## src/hdl/hds_pkg.sv

```systemverilog
package hds_pkg;

  localparam int GRID_SIZE = 129;
  localparam int GRID_MAX  = GRID_SIZE - 1;
  localparam int IDX_W     = $clog2(GRID_SIZE);
  localparam int DEPTH     = GRID_SIZE * GRID_SIZE;
  localparam int ADDR_W    = $clog2(DEPTH);
  localparam int RC_W      = 8;
  localparam int ADDR_IN_W = (IDX_W > RC_W) ? IDX_W : RC_W;

  localparam int H_W  = 24;
  localparam int K_W  = 17;
  localparam int PC_W = 8;

  localparam logic [K_W-1:0] K_ONE = K_W'(65536);
  localparam logic [K_W-1:0] K_RESET = K_W'(32768);

  localparam logic [1:0] REQ_WRITE = 2'd0;
  localparam logic [1:0] REQ_RUN   = 2'd1;
  localparam logic [1:0] REQ_READ  = 2'd2;

  localparam int CFG_IDX_W = 1;
  localparam logic [CFG_IDX_W-1:0] REG_SMOOTH_FACTOR = 1'b0;
  localparam logic [CFG_IDX_W-1:0] REG_PASS_COUNT    = 1'b1;

  typedef enum logic [1:0] {
    PASS_ROW_UP = 2'd0,
    PASS_ROW_DN = 2'd1,
    PASS_COL_UP = 2'd2,
    PASS_COL_DN = 2'd3
  } pass_t;

  typedef struct packed {
    logic cap_nb;
    logic mul_own;
    logic mul_nb;
  } blend_ctl_t;

  typedef struct packed {
    logic [ADDR_W-1:0] own_addr;
    logic [ADDR_W-1:0] nb_addr;
    logic              last;
  } seq_pos_t;

  function automatic logic [ADDR_W-1:0] grid_addr(input logic [ADDR_IN_W-1:0] x,
                                                  input logic [ADDR_IN_W-1:0] z);
    grid_addr = ADDR_W'(x) * ADDR_W'(GRID_SIZE) + ADDR_W'(z);
  endfunction

endpackage

```

## src/hdl/hds_seq.sv

```systemverilog
module hds_seq
  import hds_pkg::*;
(
  input  logic            clk,
  input  logic            rst_n,
  input  logic            start,
  input  logic            step,
  input  logic [PC_W-1:0] pass_count,
  output seq_pos_t        pos
);

  localparam logic [IDX_W-1:0] I_ONE  = IDX_W'(1);
  localparam logic [IDX_W-1:0] I_TWO  = IDX_W'(2);
  localparam logic [IDX_W-1:0] I_HI   = IDX_W'(GRID_MAX - 1);
  localparam logic [IDX_W-1:0] I_HI2  = IDX_W'(GRID_MAX - 2);

  logic [IDX_W-1:0] x_r, x_nxt;
  logic [IDX_W-1:0] z_r, z_nxt;
  pass_t            pass_r, pass_nxt;
  logic [PC_W-1:0]  rep_r, rep_nxt;
  pass_t            pass_next;
  logic [IDX_W-1:0] lx, lz;
  logic [IDX_W-1:0] nx, nz;

  function automatic logic [IDX_W-1:0] first_x(input pass_t p);
    case (p)
      PASS_ROW_UP: first_x = I_TWO;
      PASS_ROW_DN: first_x = I_HI2;
      default:     first_x = I_ONE;
    endcase
  endfunction

  function automatic logic [IDX_W-1:0] first_z(input pass_t p);
    case (p)
      PASS_COL_UP: first_z = I_TWO;
      PASS_COL_DN: first_z = I_HI;
      default:     first_z = I_ONE;
    endcase
  endfunction

  always_comb begin
    case (pass_r)
      PASS_ROW_UP: pass_next = PASS_ROW_DN;
      PASS_ROW_DN: pass_next = PASS_COL_UP;
      PASS_COL_UP: pass_next = PASS_COL_DN;
      default:     pass_next = PASS_ROW_UP;
    endcase
  end

  assign lx = (pass_r == PASS_ROW_DN) ? I_ONE : I_HI;
  assign lz = (pass_r == PASS_COL_DN) ? I_ONE : I_HI;

  always_comb begin
    nx = x_r;
    nz = z_r;
    case (pass_r)
      PASS_ROW_UP: nx = x_r - I_ONE;
      PASS_ROW_DN: nx = x_r + I_ONE;
      PASS_COL_UP: nz = z_r - I_ONE;
      default:     nz = z_r + I_ONE;
    endcase
  end

  always_comb begin
    x_nxt    = x_r;
    z_nxt    = z_r;
    pass_nxt = pass_r;
    rep_nxt  = rep_r;
    if (start) begin
      pass_nxt = PASS_ROW_UP;
      x_nxt    = first_x(PASS_ROW_UP);
      z_nxt    = first_z(PASS_ROW_UP);
      rep_nxt  = '0;
    end else if (step) begin
      if (z_r != lz) begin
        z_nxt = (pass_r == PASS_COL_DN) ? z_r - I_ONE : z_r + I_ONE;
      end else if (x_r != lx) begin
        z_nxt = first_z(pass_r);
        x_nxt = (pass_r == PASS_ROW_DN) ? x_r - I_ONE : x_r + I_ONE;
      end else begin
        // sweep finished, move on to the next direction
        pass_nxt = pass_next;
        x_nxt    = first_x(pass_next);
        z_nxt    = first_z(pass_next);
        if (pass_r == PASS_COL_DN) begin
          rep_nxt = rep_r + PC_W'(1);
        end
      end
    end
  end

  always_ff @(posedge clk) begin
    if (!rst_n) begin
      x_r    <= '0;
      z_r    <= '0;
      pass_r <= PASS_ROW_UP;
      rep_r  <= '0;
    end else begin
      x_r    <= x_nxt;
      z_r    <= z_nxt;
      pass_r <= pass_nxt;
      rep_r  <= rep_nxt;
    end
  end

  assign pos.own_addr = grid_addr(ADDR_IN_W'(x_r), ADDR_IN_W'(z_r));
  assign pos.nb_addr  = grid_addr(ADDR_IN_W'(nx), ADDR_IN_W'(nz));
  assign pos.last     = (pass_r == PASS_COL_DN) && (x_r == lx) && (z_r == lz)
                        && (rep_r == pass_count);

endmodule

```

## config.mk

```make
export PLATFORM = sky130hd
export DESIGN_NAME = hds_seq
export DESIGN_NICKNAME = d
export VERILOG_FILES = /design/src/hdl/hds_pkg.sv /design/src/hdl/hds_seq.sv
export SDC_FILE = /design/constraint.sdc
export NUM_CORES = 1
export LEC_CHECK = 0
export BUFFER_PORTS_ARGS = -buffer_cell sky130_fd_sc_hd__clkbuf_2
export CAP_MARGIN = 10
export CORE_MARGIN = 4
export CORE_UTILIZATION = 48
export DETAILED_ROUTE_END_ITERATION = 8
export GPL_TIMING_DRIVEN = 0
export PLACE_DENSITY = 0.69
export SYNTH_ARGS = -nofsm -noshare
export SYNTH_HDL_FRONTEND = slang
export SYNTH_SLANG_ARGS = --single-unit
```

## constraint.sdc

```tcl
create_clock -name clk -period 4.8 [get_ports clk]
set_clock_uncertainty 0.05 [all_clocks]
set_input_delay 0.24 -clock clk [delete_from_list [all_inputs] [get_ports clk]]
set_output_delay 0.24 -clock clk [all_outputs]
set_load 0.01 [all_outputs]
```

==> impl_metrics.csv <==
group,metric,value,unit
run_status,result_of_the_run,"finished clean",
sta,setup_tns,0,ps
layout,area_delta_synth_final,22.5,%
clocking,cts-htree-levels,1,
clocking,number_of_clock_buffers_inserted_by_tritoncts,3,
setup_path,crit_path_max_fanout,5,
layout,post_layout_nonfiller_instances,654,
synth,xor_xnor_portion_of_the_synthesized_cell_area,0.0758,
sta,finalSetupViolCount,0,
route,total_routed_length,10400,um
sta,hold_fails_final_rpt,0,
grt,leftover_overflow_at_the_end_of_global_routing,0,
setup_path,path_delay_family,"adder cells",
setup_path,critical_path.most_common_cell,"ha_1",
route,routedWlPerCell,15.9,um
route,detail_route.drc_violations,0,
layout,final_net_count,643,
place,dp_hpwl,7900,um
die,num_rows,32,
sta,unrepaired_setup_endpoints_after_global_routing,"yes",
die,die_area,9430,sq um
die,die_outline_height,97.1,um
pwr,p_leak,2.24,nW
die,floorplan.io_pins,43,
synth,postSynthNetCount,578,
place,dpl_cells,632,
synth,synth_sequential_area_ratio,0.137,
setup_path,critical_path_buf_inv_count,1,
synth,postSynthRegisterBits,26,
setup_path,critPathArrivalTime,4340,ps
sta,timing.max_slew.rel_slack,0.464,
clocking,clock_transition_at_the_registers_of_the_reported_paths,90,ps
setup_path,r2r-start,"pass_r[1]",
layout,most-common-layout-cells,"67 x ha_1, 45 x clkbuf_2, 38 x nand2_1, 37 x a21oi_1, 36 x nor2_1",
synth,synth_simple_gate_area_frac,0.210,
route,route.detailed.vias_per_inst,5.93,
synth,synth_fa_ha_area_frac,0.264,
layout,utilization,0.604,
synth,synth-edff-count,0,
synth,ys.warnings.count,0,
layout,layout_cell_share_with_drive_strength_beyond_1,0.257,
job,maxCapViolations,0,
grt,pin_count_of_the_biggest_net_entering_global_routing,16,
sta,max_freq,0.216,GHz
clocking,root_cell_of_the_clock_tree,"clkbuf_8",
pwr,vdd_ir_drop_max,0.116,mV
clocking,tritoncts_num_sinks,26,
route,drtAntennaViolNets,0,
synth,synth.mux.area_fraction,0.0161,
grt,grt_antenna_before_repair,0,
synth,netlist_area_pre_place,3810,sq um
layout,antenna_cells,0,
setup_path,timing.critical_path.slowest_cell_delay,610,ps
clocking,clock_tree_from_tritoncts,"built",
clocking,clock_insertion_delay_worst_skew,270,ps
synth,combinational_family_with_the_most_area_after_synthesis,"adder cells",
place,port_buffers,42,
synth,synth-async-reset-ratio,0,
die,core_area,7730,sq um
setup_path,crit_chain,"or4_4 -> nor4_4 -> nand2b_1 -> a31oi_1 -> ha_1 -> ha_1 -> ha_2 -> fa_1 -> ha_4 -> o21a_1 -> o31ai_4 -> a21o_1 -> a211oi_2 -> xor2_1 -> buf_2",
synth,avgSynthCellArea,7.81,sq um
setup_path,reg2regPathDepth,8,
route,num_vias,3879,
grt,grt_pass1_vias,3579,
synth,post_synth_num_cell_types,66,
sta,timing.final.max_slew_violations,0,
synth,ys_dominant_reg_cell,"dfxtp_1",
sta,period_minus_slack,4630,ps
setup_path,timing.critical_path.from_type,"flop",
clocking,clock_tree.buffer_depth,2,
setup_path,slowest_stage,"or4_4",
place,routabilityCongestion,0.933,
route,initialDrtViolationCount,215,
sta,timing_worst_slew_pin_value,800,ps
setup_path,critical_path.endpoint,"pos[15]",
synth,synth-compound-area-share,0.240,
grt,global_route_wire_length_before_repair,16600,um
setup_path,worstPathRequired,4510,ps
setup_path,worst-setup-path-type,"reg -> out",
setup_path,reg2reg_to,"rep_r[5]",
die,start_util,0.493,
worst_hold_path,holdCritStartpoint,"rst_n",
die,die_width,97.1,um
grt,globalRouteTotalUtil,0.206,
route,drt_pass_1_iters,5,
setup_path,timing.critical_path.to_type,"output pin",
setup_path,path_depth,15,
layout,final_common_cell,"ha_1",
pwr,p_per_cell_area,121,nW/um^2
setup_path,worst-r2r-setup-slack,2300,ps
synth,netlist_instances,488,
layout,fillCellCount,694,
setup_path,crit_start,"x_r[4]",
worst_hold_path,timing.hold.worst.class,"in -> reg",
sta,timing.final.crit_share,0.965,
-- worst min-delay path: stages --
cell      delay, ps
clkbuf_2        130
o31ai_1          80
a41oi_1          40
-- layout make-up --
type	instances	area [sq um]	share of cell area
clock buffer	3	41.3	0.00884
inverter	31	133	0.0284
tap	102	128	0.0273
sequential	26	546	0.117
buffer	22	153	0.0327
clock inverter	1	30.0	0.00643
timing repair buffer	62	358	0.0766
multi-input combinational	407	3280	0.703
-- worst min-delay path by stage --
| stage | end | slack, ps | depth (start not counted) |
|---|---|---|---|
| floorplan | z_r[0] | 320 | 2 |
| global placement | rep_r[7] | 420 | 2 |
| detailed placement | rep_r[7] | 430 | 2 |
| CTS | z_r[0] | 190 | 3 |
| global route | x_r[1] | 220 | 2 |
| finish | z_r[0] | 210 | 3 |
-- routing by layer --
layer	GRT usage	vias up	part of all wire
met3	0.0172	21	0.054
met5	0	-	0
met4	0.0637	0	0.021
met2	0.350	122	0.49
li1	-	1929	-
met1	0.278	1807	0.44
-- synthesized netlist by cell type (2+ instances only) --
library cell,instances,share of area
a311oi_1,4,0.0092
a22oi_1,2,0.0039
or2_2,2,0.0033
nor4_1,10,0.016
ha_1,74,0.24
a21boi_0,3,0.0059
xnor2_1,14,0.032
a211oi_1,9,0.018
a41oi_1,2,0.0046
fa_1,4,0.021
buf_2,6,0.0079
xor2_1,19,0.044
nor3b_1,2,0.0039
a21o_1,9,0.018
a221oi_1,6,0.014
a21oi_1,39,0.051
nand3_1,12,0.016
nor2b_1,3,0.0049
dfxtp_1,26,0.14
o211ai_1,2,0.0039
o221a_2,2,0.0059
nor3_1,14,0.018
a31oi_1,3,0.0049
a211o_1,2,0.0046
o31ai_1,4,0.0079
and3_1,9,0.015
mux2i_1,5,0.013
nor2_1,39,0.038
inv_1,30,0.030
o21bai_1,3,0.0059
nand2b_1,6,0.0098
nand4_1,4,0.0066
o21ai_1,2,0.0026
o31a_1,2,0.0046
nand3b_1,2,0.0039
clkbuf_1,15,0.015
o21ai_0,22,0.029
o21a_1,7,0.014
nor4_4,2,0.011
or3_1,2,0.0033
o22ai_1,2,0.0033
buf_1,2,0.0020
nand2_1,38,0.037
-- state kept, by name, indices dropped and copies added (netlist names) --
name and count:
pass_r 2, z_r 8, x_r 8, rep_r 8
-- stage by stage --
step	setup slack [ps]	area, sq um	hold WS (ps)	total power [mW]
after CTS	-0.562	4390	188	0.557
after global routing	-60.9	4670	223	0.599
after floorplan	223	3810	322	0.321
after detailed placement	-305	4150	427	0.366
after global placement	-254	4150	421	0.363
final	166	4670	207	0.566
-- report_power, final --
group	switching [mW]	internal, mW
Clock	0.0704	0.112
Combinational	0.0891	0.0760
Sequential	0.00342	0.216
Total	0.163	0.403
-- cell families (layout without fill, tap and decap cells) --
| group | after synthesis | in the layout |
|---|---|---|
| buffers and inverters | 55 | 119 |
| adder cells (fa/ha/maj) | 78 | 78 |
| XOR/XNOR | 33 | 33 |
| AO/OA/AOI/OAI | 136 | 136 |
| multiplexers | 6 | 6 |
| flip-flops | 26 | 26 |
| AND/OR/NAND/NOR | 154 | 154 |
-- repair_timing --
action / in CTS / in global routing
hold buffers: 0 / 0
pin swaps: 5 / 11
setup buffers: 7 / 13
setup endpoints to repair: 8 / 6
endpoints found under the hold margin: 0 / 0
resized for setup: 42 / 65
Note: power is estimated with default switching activity, not from simulation.
