**config.mk**
```make
export PLATFORM = sky130hd
export DESIGN_NAME = hds_blend
export DESIGN_NICKNAME = d
export VERILOG_FILES = /design/src/hdl/hds_pkg.sv /design/src/hdl/hds_blend.sv
export SDC_FILE = /design/constraint.sdc
export NUM_CORES = 1
export LEC_CHECK = 0
export BUFFER_PORTS_ARGS = -buffer_cell sky130_fd_sc_hd__buf_2
export CAP_MARGIN = 20
export CORE_AREA = 2 2 187 189
export CTS_CLUSTER_SIZE = 16
export DETAILED_ROUTE_END_ITERATION = 6
export DIE_AREA = 0 0 189 191
export PLACE_DENSITY = 0.78
export SLEW_MARGIN = 10
export SYNTH_ARGS = -nofsm -noshare
export SYNTH_HDL_FRONTEND = slang
export SYNTH_SLANG_ARGS = --single-unit
```
**constraint.sdc**
```tcl
create_clock -name clk -period 9.8 [get_ports clk]
set_input_delay 0.98 -clock clk [delete_from_list [all_inputs] [get_ports clk]]
set_output_delay 0.98 -clock clk [all_outputs]
set_load 0.05 [all_outputs]
```
**src/hdl/hds_pkg.sv**
```systemverilog
package hds_pkg;

  localparam int GRID_SIZE = 129;
  localparam int GRID_MAX  = GRID_SIZE - 1;
  localparam int IDX_W     = $clog2(GRID_SIZE);
  localparam int DEPTH     = GRID_SIZE * GRID_SIZE;
  localparam int ADDR_W    = $clog2(DEPTH);
  localparam int RC_W      = 8;
  localparam int ADDR_IN_W = (IDX_W > RC_W) ? IDX_W : RC_W;

  localparam int H_W  = 24;
  localparam int K_W  = 17;
  localparam int PC_W = 8;

  localparam logic [K_W-1:0] K_ONE = K_W'(65536);
  localparam logic [K_W-1:0] K_RESET = K_W'(32768);

  localparam logic [1:0] REQ_WRITE = 2'd0;
  localparam logic [1:0] REQ_RUN   = 2'd1;
  localparam logic [1:0] REQ_READ  = 2'd2;

  localparam int CFG_IDX_W = 1;
  localparam logic [CFG_IDX_W-1:0] REG_SMOOTH_FACTOR = 1'b0;
  localparam logic [CFG_IDX_W-1:0] REG_PASS_COUNT    = 1'b1;

  typedef enum logic [1:0] {
    PASS_ROW_UP = 2'd0,
    PASS_ROW_DN = 2'd1,
    PASS_COL_UP = 2'd2,
    PASS_COL_DN = 2'd3
  } pass_t;

  typedef struct packed {
    logic cap_nb;
    logic mul_own;
    logic mul_nb;
  } blend_ctl_t;

  typedef struct packed {
    logic [ADDR_W-1:0] own_addr;
    logic [ADDR_W-1:0] nb_addr;
    logic              last;
  } seq_pos_t;

  function automatic logic [ADDR_W-1:0] grid_addr(input logic [ADDR_IN_W-1:0] x,
                                                  input logic [ADDR_IN_W-1:0] z);
    grid_addr = ADDR_W'(x) * ADDR_W'(GRID_SIZE) + ADDR_W'(z);
  endfunction

endpackage

```
**src/hdl/hds_blend.sv**
```systemverilog
module hds_blend
  import hds_pkg::*;
(
  input  logic                  clk,
  input  blend_ctl_t            ctl,
  input  logic [K_W-1:0]        smooth_factor,
  input  logic signed [H_W-1:0] din,
  output logic signed [H_W-1:0] result
);

  localparam int P_W = H_W + K_W;
  localparam int S_W = P_W + 1;
  localparam int Q_W = S_W - 16;
  localparam logic signed [Q_W-1:0] Q_MAX = Q_W'(8388607);
  localparam logic signed [Q_W-1:0] Q_MIN = -Q_W'(8388608);

  logic [K_W-1:0]        k_eff;
  logic [K_W-1:0]        k_inv;
  logic signed [H_W-1:0] nb_r;
  logic signed [H_W-1:0] op_a;
  logic signed [K_W:0]   op_b;
  logic signed [S_W-1:0] prod_full;
  logic [P_W-1:0]        prod_r;
  logic [P_W-1:0]        acc_r;
  logic [S_W-1:0]        sum;
  logic signed [Q_W-1:0] q;

  assign k_eff = (smooth_factor > K_ONE) ? K_ONE : smooth_factor;
  assign k_inv = K_ONE - k_eff;

  // one multiplier, used for own*k and then neighbour*(1-k)
  assign op_a      = ctl.mul_nb ? nb_r : din;
  assign op_b      = $signed({1'b0, (ctl.mul_nb ? k_inv : k_eff)});
  assign prod_full = op_a * op_b;

  always_ff @(posedge clk) begin
    if (ctl.cap_nb) begin
      nb_r <= din;
    end
    if (ctl.mul_own || ctl.mul_nb) begin
      prod_r <= prod_full[P_W-1:0];
    end
    if (ctl.mul_nb) begin
      acc_r <= prod_r;
    end
  end

  // upper bits of the sum give the floored quotient by 65536
  assign sum = {acc_r[P_W-1], acc_r} + {prod_r[P_W-1], prod_r};
  assign q   = $signed(sum[S_W-1:16]);

  always_comb begin
    if (q > Q_MAX) begin
      result = H_W'(Q_MAX);
    end else if (q < Q_MIN) begin
      result = H_W'(Q_MIN);
    end else begin
      result = q[H_W-1:0];
    end
  end

endmodule

```
==> flow_metrics.tcl, run 1 <==
set metrics [dict create \
    worst_pin_slew_ns 1.18 \
    routabilityCongestion 1.02 \
    row_count 68 \
    cts_tree "done" \
    synthesis.nets 2730 \
    portBuffers 68 \
    slowest_delay_ns 0.53 \
    synthTopCellsByArea "fa_1 39%, edfxtp_1 16%, inv_1 9.0%" \
    maxCapViolations 0 \
    grt_pass1_vias 16100 \
    cpMostUsedCell "fa_1" \
    hold_viol 0 \
    critPathLaunchType "primary input" \
    initial_core_util 0.593 \
    synth-edff-count 106 \
    path_class "in2reg" \
    synth_flop_cell "edfxtp_1" \
    critPathCaptureType "flop" \
    synth.area.mux_share 0.0241 \
    grt.overflow.total 0 \
    yosysTopAreaCell "fa_1" \
    nFillCells 2787 \
    clk_latency_ns 0.39 \
    critPathMaxFanout 12 \
    drc 0 \
    async_flop_share 0 \
    fp.dieW_um 189 \
    first_pass_iters 6 \
    layout.cells.non_filler 2648 \
    worstPathRequired_ns 9.93 \
    grt_start_max_net_pins 61 \
    synth_xor_area_frac 0.0346 \
    fin_nets 2770 \
    antenna_found_initial 0 \
    period_share 0.910 \
    cts_max_level 3 \
    grt-busiest-layer "met2" \
    ant_nets 0 \
    cts_hold_buf 0 \
    met3_usage 0.0558 \
    drt-initial-drc-count 1066 \
    setup_violations 0 \
    via_count 15000 \
    avgSynthCellArea_um2 9.41 \
    area_growth_pct 5.73 \
    placed_cells 2631 \
    ys_ff_latch 106 \
    worstHoldPathType "reg2reg" \
    slew_viol_final 0 \
    synth_cell_types 67 \
    worstPathArrival_ns 9.04 \
    synthAdderAreaFrac 0.479 \
    grt_use_met2 0.494 \
    slew_headroom 0.193 \
    dp_hpwl_mm 41.2 \
    finalCriticalPeriod_ns 8.92 \
    dieArea_um2 36100 \
    viasPerCell 5.67 \
    grt_pass1_wl_mm 82.8 \
    grt_use_met1 0.379 \
    status "finished, final reports clean" \
    fp.dieH_um 191 \
    grt_setup_unrepaired "false" \
    diodes 0 \
    path_clk_slew_ns 0.07 \
    clockRootBuffer "clkbuf_16" \
    coreArea_um2 34100 \
    synth-compound-area-share 0.0785 \
    yosysSeqAreaShare 0.157 \
    skew_ns 0.0188 \
    gr-usage-all-layers 0.295 \
    clock_path_buffers 2 \
    clkSinkCount 106 \
    synth_top_family_by_area "adder cells" \
    yosysTopAreaCellShare 0.392 \
    io_pins 69 \
    cts_resized 0 \
    yosys.area_share.simple 0.122 \
    slowest_stage "fa_1" \
    synth_warnings 0 \
    wl_per_cell_um 18.7 \
    postSynthCellCount 2149 \
    postCtsSetupRepairBufs 0 \
    setup_tns_ns 0 \
    drt-total-wl_mm 49.6 \
    fmax_mhz 112 \
    cts_inserted_buffers 9 \
    drive_gt1_frac 0.0771 \
    synth.cell_area_um2 20200 \
]
[per-stage QoR]
step | utilization | cell area, um2 | hold WS [ns] | worst slack [ns]
CTS | 0.626 | 21400 | 0.462 | 1.05
global placement | 0.618 | 21100 | 0.436 | 0.864
detailed placement | 0.618 | 21100 | 0.442 | 0.684
floorplan | - | 20200 | 0.427 | 1.41
finish | 0.627 | 21400 | 0.459 | 0.883
global route | 0.627 | 21400 | 0.475 | 0.397
[metal layers]
metal / wire (um) / vias to the layer above
met2: 23300 / 660
met5: 0 / -
met4: 2160 / 0
li1: - / 6681
met3: 4460 / 152
met1: 19700 / 7515
[final cells by class]
cell class | count | area (um2) | share of cell area
repair buffers | 98 | 576 | 0.0269
clock buffers | 10 | 229 | 0.0107
inverters | 485 | 1820 | 0.0851
flip-flops and latches | 106 | 3180 | 0.149
multi-input cells | 1489 | 14900 | 0.699
well taps | 455 | 569 | 0.0266
clock inverters | 5 | 63.8 | 0.00298
[critical path: cells and delay by family]
kind,cells,cell delay (ns)
adders and majority gates,7,3.37
and+or+nand+nor,7,1.37
xor gates and xnor gates,1,0.09
buffers and inverters,5,0.60
AOI/OAI and AO/OA,11,2.61
[path summary, 6_finish.rpt]
path               startpoint          to  slack, ns  depth (start not counted)
max reg2reg           nb_r[2]  prod_r[39]       2.77                         20
min reg2reg         prod_r[2]    acc_r[2]       0.46                          0
min                 prod_r[2]    acc_r[2]       0.46                          0
max          smooth_factor[3]  prod_r[39]       0.88                         31
[state kept, by name, indices dropped and copies added (netlist names)]
signal,count
acc_r,41
nb_r,24
prod_r,41
[cells by family (layout without fill, tap and decap cells)]
| family | after synthesis | count (layout) |
|---|---|---|
| compound gates | 238 | 238 |
| xor+xnor | 80 | 80 |
| simple gates | 588 | 588 |
| fa+ha+maj | 537 | 537 |
| mux | 46 | 46 |
| flops | 106 | 106 |
| buf+inv | 554 | 598 |
[cell usage in the layout, fill, tap and decap left out, types with 4 or more instances in the layout]
cell type,instances
or3_1,9
nand2b_1,18
o31ai_1,5
a211oi_1,7
buf_2,67
or2_2,4
nand2_1,272
o21ai_0,28
nor2_1,203
and3_1,7
a21oi_1,61
mux2_2,22
xnor2_1,51
o21ai_2,20
nor2b_1,13
inv_1,484
nand3_1,15
fa_1,396
o21bai_1,4
xor2_1,27
and2_1,8
buf_4,30
o21a_1,14
nor3_1,17
clkbuf_16,9
or2_1,5
mux2i_1,24
o21ai_1,26
nand4_1,6
ha_1,140
o211ai_1,6
a21o_1,31
edfxtp_1,106
[Yosys cell counts, types with 3 or more instances]
| master | count |
|---|---|
| a211oi_1 | 7 |
| a21boi_0 | 3 |
| a21o_1 | 31 |
| a21oi_1 | 61 |
| a22oi_1 | 3 |
| and2_1 | 8 |
| and3_1 | 7 |
| buf_1 | 3 |
| buf_2 | 4 |
| buf_6 | 3 |
| clkbuf_1 | 57 |
| edfxtp_1 | 106 |
| fa_1 | 396 |
| ha_1 | 140 |
| inv_1 | 484 |
| mux2_2 | 22 |
| mux2i_1 | 24 |
| nand2_1 | 272 |
| nand2b_1 | 18 |
| nand3_1 | 15 |
| nand4_1 | 6 |
| nor2_1 | 203 |
| nor2b_1 | 13 |
| nor3_1 | 17 |
| nor4_1 | 3 |
| o211ai_1 | 6 |
| o21a_1 | 14 |
| o21ai_0 | 29 |
| o21ai_1 | 25 |
| o21ai_2 | 20 |
| o21bai_1 | 4 |
| o22ai_1 | 3 |
| o31ai_1 | 5 |
| or2_1 | 5 |
| or2_2 | 4 |
| or3_1 | 9 |
| xnor2_1 | 53 |
| xor2_1 | 27 |
Power of run 1 is left out: the tool's default activity adds up to more than one toggle a clock period on the data nets, which glitch-free logic cannot reach.
==> run 2, diff against run 1 <==
- REMOVE_ABC_BUFFERS: not set -> 1
==> run 2 against run 1 <==
Worst setup slack got worse by 0.012 ns. First-iteration DRC count rose by 20%. Utilization up 0.077 points. Final area increased by 0.12%. Clock skew is 0.00093 ns lower. Global-route usage fell by 0.84 points. Maximum frequency is 0.14% lower. Via count decreased by 0.60%. Register-to-register slack got worse by 0.36 ns. Sequential share of layout area hardly changed. Hold slack about the same. Critical path depth is the same. Critical path type unchanged.
==> flow_metrics.tcl, run 2 (synthesis results as in run 1) <==
set metrics [dict create \
    skew_ns 0.0179 \
    portBuffers 68 \
    reg.largest.list "acc_r: 41 flops, prod_r: 41 flops, nb_r: 24 flops" \
    wl_per_cell_um 18.3 \
    fmax_mhz 112 \
    initial_core_util 0.593 \
    fp.dieW_um 189 \
    postCtsSetupRepairBufs 0 \
    grt_pass1_wl_mm 80.5 \
    r2r_setup_slack_ns 2.41 \
    first_pass_iters 6 \
    slowest_stage "fa_1" \
    cts_tree "done" \
    slew_headroom 0.264 \
    setup_tns_ns 0 \
    dp_hpwl_mm 40.4 \
    rr_startpoint "nb_r[4]" \
    path_clk_slew_ns 0.07 \
    final_common_cell "inv_1" \
    grt_start_max_net_pins 68 \
    gr-usage-all-layers 0.287 \
    hold_path.startpoint "prod_r[4]" \
    worstPathArrival_ns 9.04 \
    slowest_delay_ns 0.59 \
    slew_viol_final 0 \
    nFillCells 2708 \
    clockRootBuffer "clkbuf_16" \
    path_class "in2reg" \
    clock_path_buffers 2 \
    drc 0 \
    coreArea_um2 34100 \
    via_count 14900 \
    cts_max_level 3 \
    min_to "acc_r[4]" \
    fp.dieH_um 191 \
    crit_family "adder cells" \
    maxCapViolations 0 \
    dieArea_um2 36100 \
    worstHoldPathType "reg2reg" \
    cts_inserted_buffers 9 \
    period_share 0.911 \
    drt-total-wl_mm 48.5 \
    drive_gt1_frac 0.0783 \
    fin_util 0.628 \
    fin_nets 2772 \
    worst_pin_slew_ns 1.07 \
    grt.overflow.total 0 \
    hold_viol 0 \
    setup_violations 0 \
    reg2reg_depth 23 \
    critPathCaptureType "flop" \
    regToRegEndpoint "prod_r[40]" \
    io_pins 69 \
    viasPerCell 5.63 \
    critPathLaunchType "primary input" \
    cpMostUsedCell "fa_1" \
    drt-initial-drc-count 1278 \
    path_buf_inv 5 \
    row_count 68 \
    ant_nets 0 \
    layout_common_cells "484 x inv_1, 396 x fa_1, 272 x nand2_1" \
    finalCriticalPeriod_ns 8.93 \
    routabilityCongestion 0.987 \
    status "finished, final reports clean" \
    critPathMaxFanout 17 \
    diodes 0 \
    grt_pass1_vias 16200 \
    worstPathRequired_ns 9.91 \
    clk_latency_ns 0.39 \
    cts_resized 0 \
    antenna_found_initial 0 \
    whs_path_depth 0 \
    cts_hold_buf 0 \
    grt_setup_unrepaired "false" \
    clkSinkCount 106 \
    area_growth_pct 5.86 \
]
run 2: cell types whose count changed in the layout (fill, tap and decap cells not counted):
cell | before | now
clkinvlp_4 | 1 | 0
bufinv_16 | 1 | 0
clkinv_4 | 2 | 3
buf_4 | 30 | 32
buf_8 | 1 | 0
buf_16 | 0 | 1
clkinv_8 | 0 | 1
inv_8 | 0 | 1
run 2: how the worst max path moves through the flow:
stage | start | end | depth (start not counted) | slack [ns]
2_1_floorplan | smooth_factor[0] | prod_r[40] | 26 | 0.96
3_3_place_gp | smooth_factor[3] | prod_r[39] | 29 | 0.91
3_5_place_dp | smooth_factor[3] | prod_r[40] | 31 | 0.58
4_1_cts | smooth_factor[3] | prod_r[40] | 31 | 0.94
5_1_grt | smooth_factor[3] | prod_r[40] | 31 | 0.36
6_report | smooth_factor[3] | prod_r[40] | 31 | 0.87
run 2: stage by stage:
stage / std cells / hold WS, ns / setup WS (ns) / cell area (um2)
floorplan: 2080 / 0.427 / 0.959 / 19900
global placement: 2632 / 0.436 / 0.910 / 21100
detailed placement: 2632 / 0.441 / 0.581 / 21100
CTS: 2648 / 0.459 / 0.942 / 21400
global route: 2651 / 0.483 / 0.362 / 21400
finish: 2651 / 0.459 / 0.871 / 21400
run 2: final cells by class:
class / instances / area [um2] / area share
well taps: 455 / 569 / 0.0266
flip-flops and latches: 106 / 3180 / 0.149
clock inverters: 6 / 62.6 / 0.00292
inverters: 485 / 1820 / 0.0850
repair buffers: 100 / 603 / 0.0282
multi-input cells: 1489 / 14900 / 0.698
clock buffers: 10 / 229 / 0.0107
run 2: layer usage:
metal	global-route usage	up-vias	share of wire
li1	-	6688	-
met1	0.354	7318	0.39
met2	0.474	755	0.47
met3	0.0764	157	0.10
met4	0.129	0	0.043
met5	0	-	0
run 2: worst reg2reg max path, delay by kind of cell (launching register included):
family                     cells  cell delay [ns]
AOI/OAI and AO/OA              4             0.97
xor gates and xnor gates       1             0.13
and+or+nand+nor                6             1.26
adders and majority gates      7             3.32
muxes                          1             0.85
buffers and inverters          4             0.19
DFF                            1             0.40
Power of run 2 is left out for the same reason.
==> run 3, diff against run 2 <==
- RECOVER_POWER: not set -> 50
==> run 3 against run 2 <==
Die area unchanged. Via count down 0.44%. Flip-flop and latch count unchanged.
==> flow_metrics.tcl, run 3 (synthesis results as in run 1) <==
set metrics [dict create \
    hold_viol 0 \
    worst_pin_slew_ns 1.48 \
    r2r_setup_slack_ns 2.36 \
    worstPathRequired_ns 9.91 \
    reg2reg_depth 23 \
    cts_resized 0 \
    setup_violations 0 \
    grt_setup_unrepaired "false" \
    worstHoldPathType "reg2reg" \
    drc 0 \
    drive_gt1_frac 0.0669 \
    setup_tns_ns 0 \
    area_growth_pct 5.70 \
    ant_nets 0 \
    io_pins 69 \
    wl_per_cell_um 18.4 \
    critPathLaunchType "primary input" \
    routabilityCongestion 0.987 \
    portBuffers 68 \
    finalCriticalPeriod_ns 8.93 \
    path_clk_slew_ns 0.07 \
    cts_hold_buf 0 \
    cpMostUsedCell "fa_1" \
    dieArea_um2 36100 \
    fmax_mhz 112 \
    cts_max_level 3 \
    min_to "acc_r[4]" \
    critPathCaptureType "flop" \
    skew_ns 0.0200 \
    status "finished, final reports clean" \
    grt_start_max_net_pins 68 \
    initial_core_util 0.593 \
    layout_common_cells "484 x inv_1, 396 x fa_1, 272 x nand2_1" \
    drt-initial-drc-count 1307 \
    grt.overflow.total 0 \
    fp.dieW_um 189 \
    worstPathArrival_ns 9.04 \
    reg.largest.list "acc_r: 41 flops, prod_r: 41 flops, nb_r: 24 flops" \
    postCtsSetupRepairBufs 0 \
    fp.dieH_um 191 \
    period_share 0.911 \
    via_count 14900 \
    first_pass_iters 6 \
    whs_path_depth 0 \
    clockRootBuffer "clkbuf_16" \
    row_count 68 \
    fin_nets 2772 \
    nFillCells 2714 \
    gr-usage-all-layers 0.287 \
    antenna_found_initial 0 \
    drt-total-wl_mm 48.7 \
    clock_path_buffers 2 \
    coreArea_um2 34100 \
    critPathMaxFanout 17 \
    clk_latency_ns 0.39 \
    regToRegEndpoint "prod_r[40]" \
    slowest_stage "fa_1" \
    rr_startpoint "nb_r[4]" \
    slew_viol_final 0 \
    cts_tree "done" \
    slowest_delay_ns 0.59 \
    maxCapViolations 0 \
    grt_pass1_vias 16200 \
    dp_hpwl_mm 40.4 \
    viasPerCell 5.60 \
    hold_path.startpoint "prod_r[4]" \
    cts_inserted_buffers 9 \
    path_class "in2reg" \
    clkSinkCount 106 \
    final_common_cell "inv_1" \
    grt_pass1_wl_mm 80.5 \
    diodes 0 \
    slew_headroom 0.0150 \
]
==> run 3: cell types whose count changed in the layout (fill, tap and decap cells not counted) <==
cell      delta
clkbuf_1    +25
buf_2       -25
==> run 3: worst max path at each step <==
stage / start / cells past startpoint / to
2_1_floorplan: smooth_factor[0] / 26 / prod_r[40]
3_3_place_gp: smooth_factor[3] / 29 / prod_r[39]
3_5_place_dp: smooth_factor[3] / 31 / prod_r[40]
4_1_cts: smooth_factor[3] / 31 / prod_r[40]
5_1_grt: smooth_factor[3] / 31 / prod_r[40]
6_report: smooth_factor[3] / 31 / prod_r[40]
==> run 3: area by class of cell <==
class	count	area, um2	area share
inverter	485	1820	0.0851
timing repair buffer	100	572	0.0267
sequential	106	3180	0.149
tap	455	569	0.0266
multi-input combinational	1489	14900	0.699
clock buffer	10	229	0.0107
clock inverter	6	62.6	0.00293
==> run 3: layer usage <==
metal / GRT usage / routed length [um] / vias to the layer above
met5: 0 / 0 / -
li1: - / - / 6687
met4: 0.129 / 1910 / 0
met2: 0.474 / 22800 / 722
met1: 0.354 / 19000 / 7323
met3: 0.0764 / 4940 / 120
==> run 3: critical path: cells and delay by family <==
kind                       cells  cell delay [ns]
adders and majority gates      7             3.42
and+or+nand+nor               11             2.45
AOI/OAI and AO/OA              7             1.53
buffers and inverters          5             0.54
xor gates and xnor gates       1             0.13
==> run 3: metrics by stage <==
step	utilization	setup slack, ns	cell area (um2)	instances	hold slack [ns]
after floorplan	-	0.959	19900	2080	0.427
final	0.627	0.869	21400	2651	0.459
after global placement	0.618	0.910	21100	2632	0.436
after global routing	0.627	0.362	21400	2651	0.483
after CTS	0.626	0.942	21400	2648	0.459
after detailed placement	0.618	0.581	21100	2632	0.441
Power of run 3 is left out for the same reason.
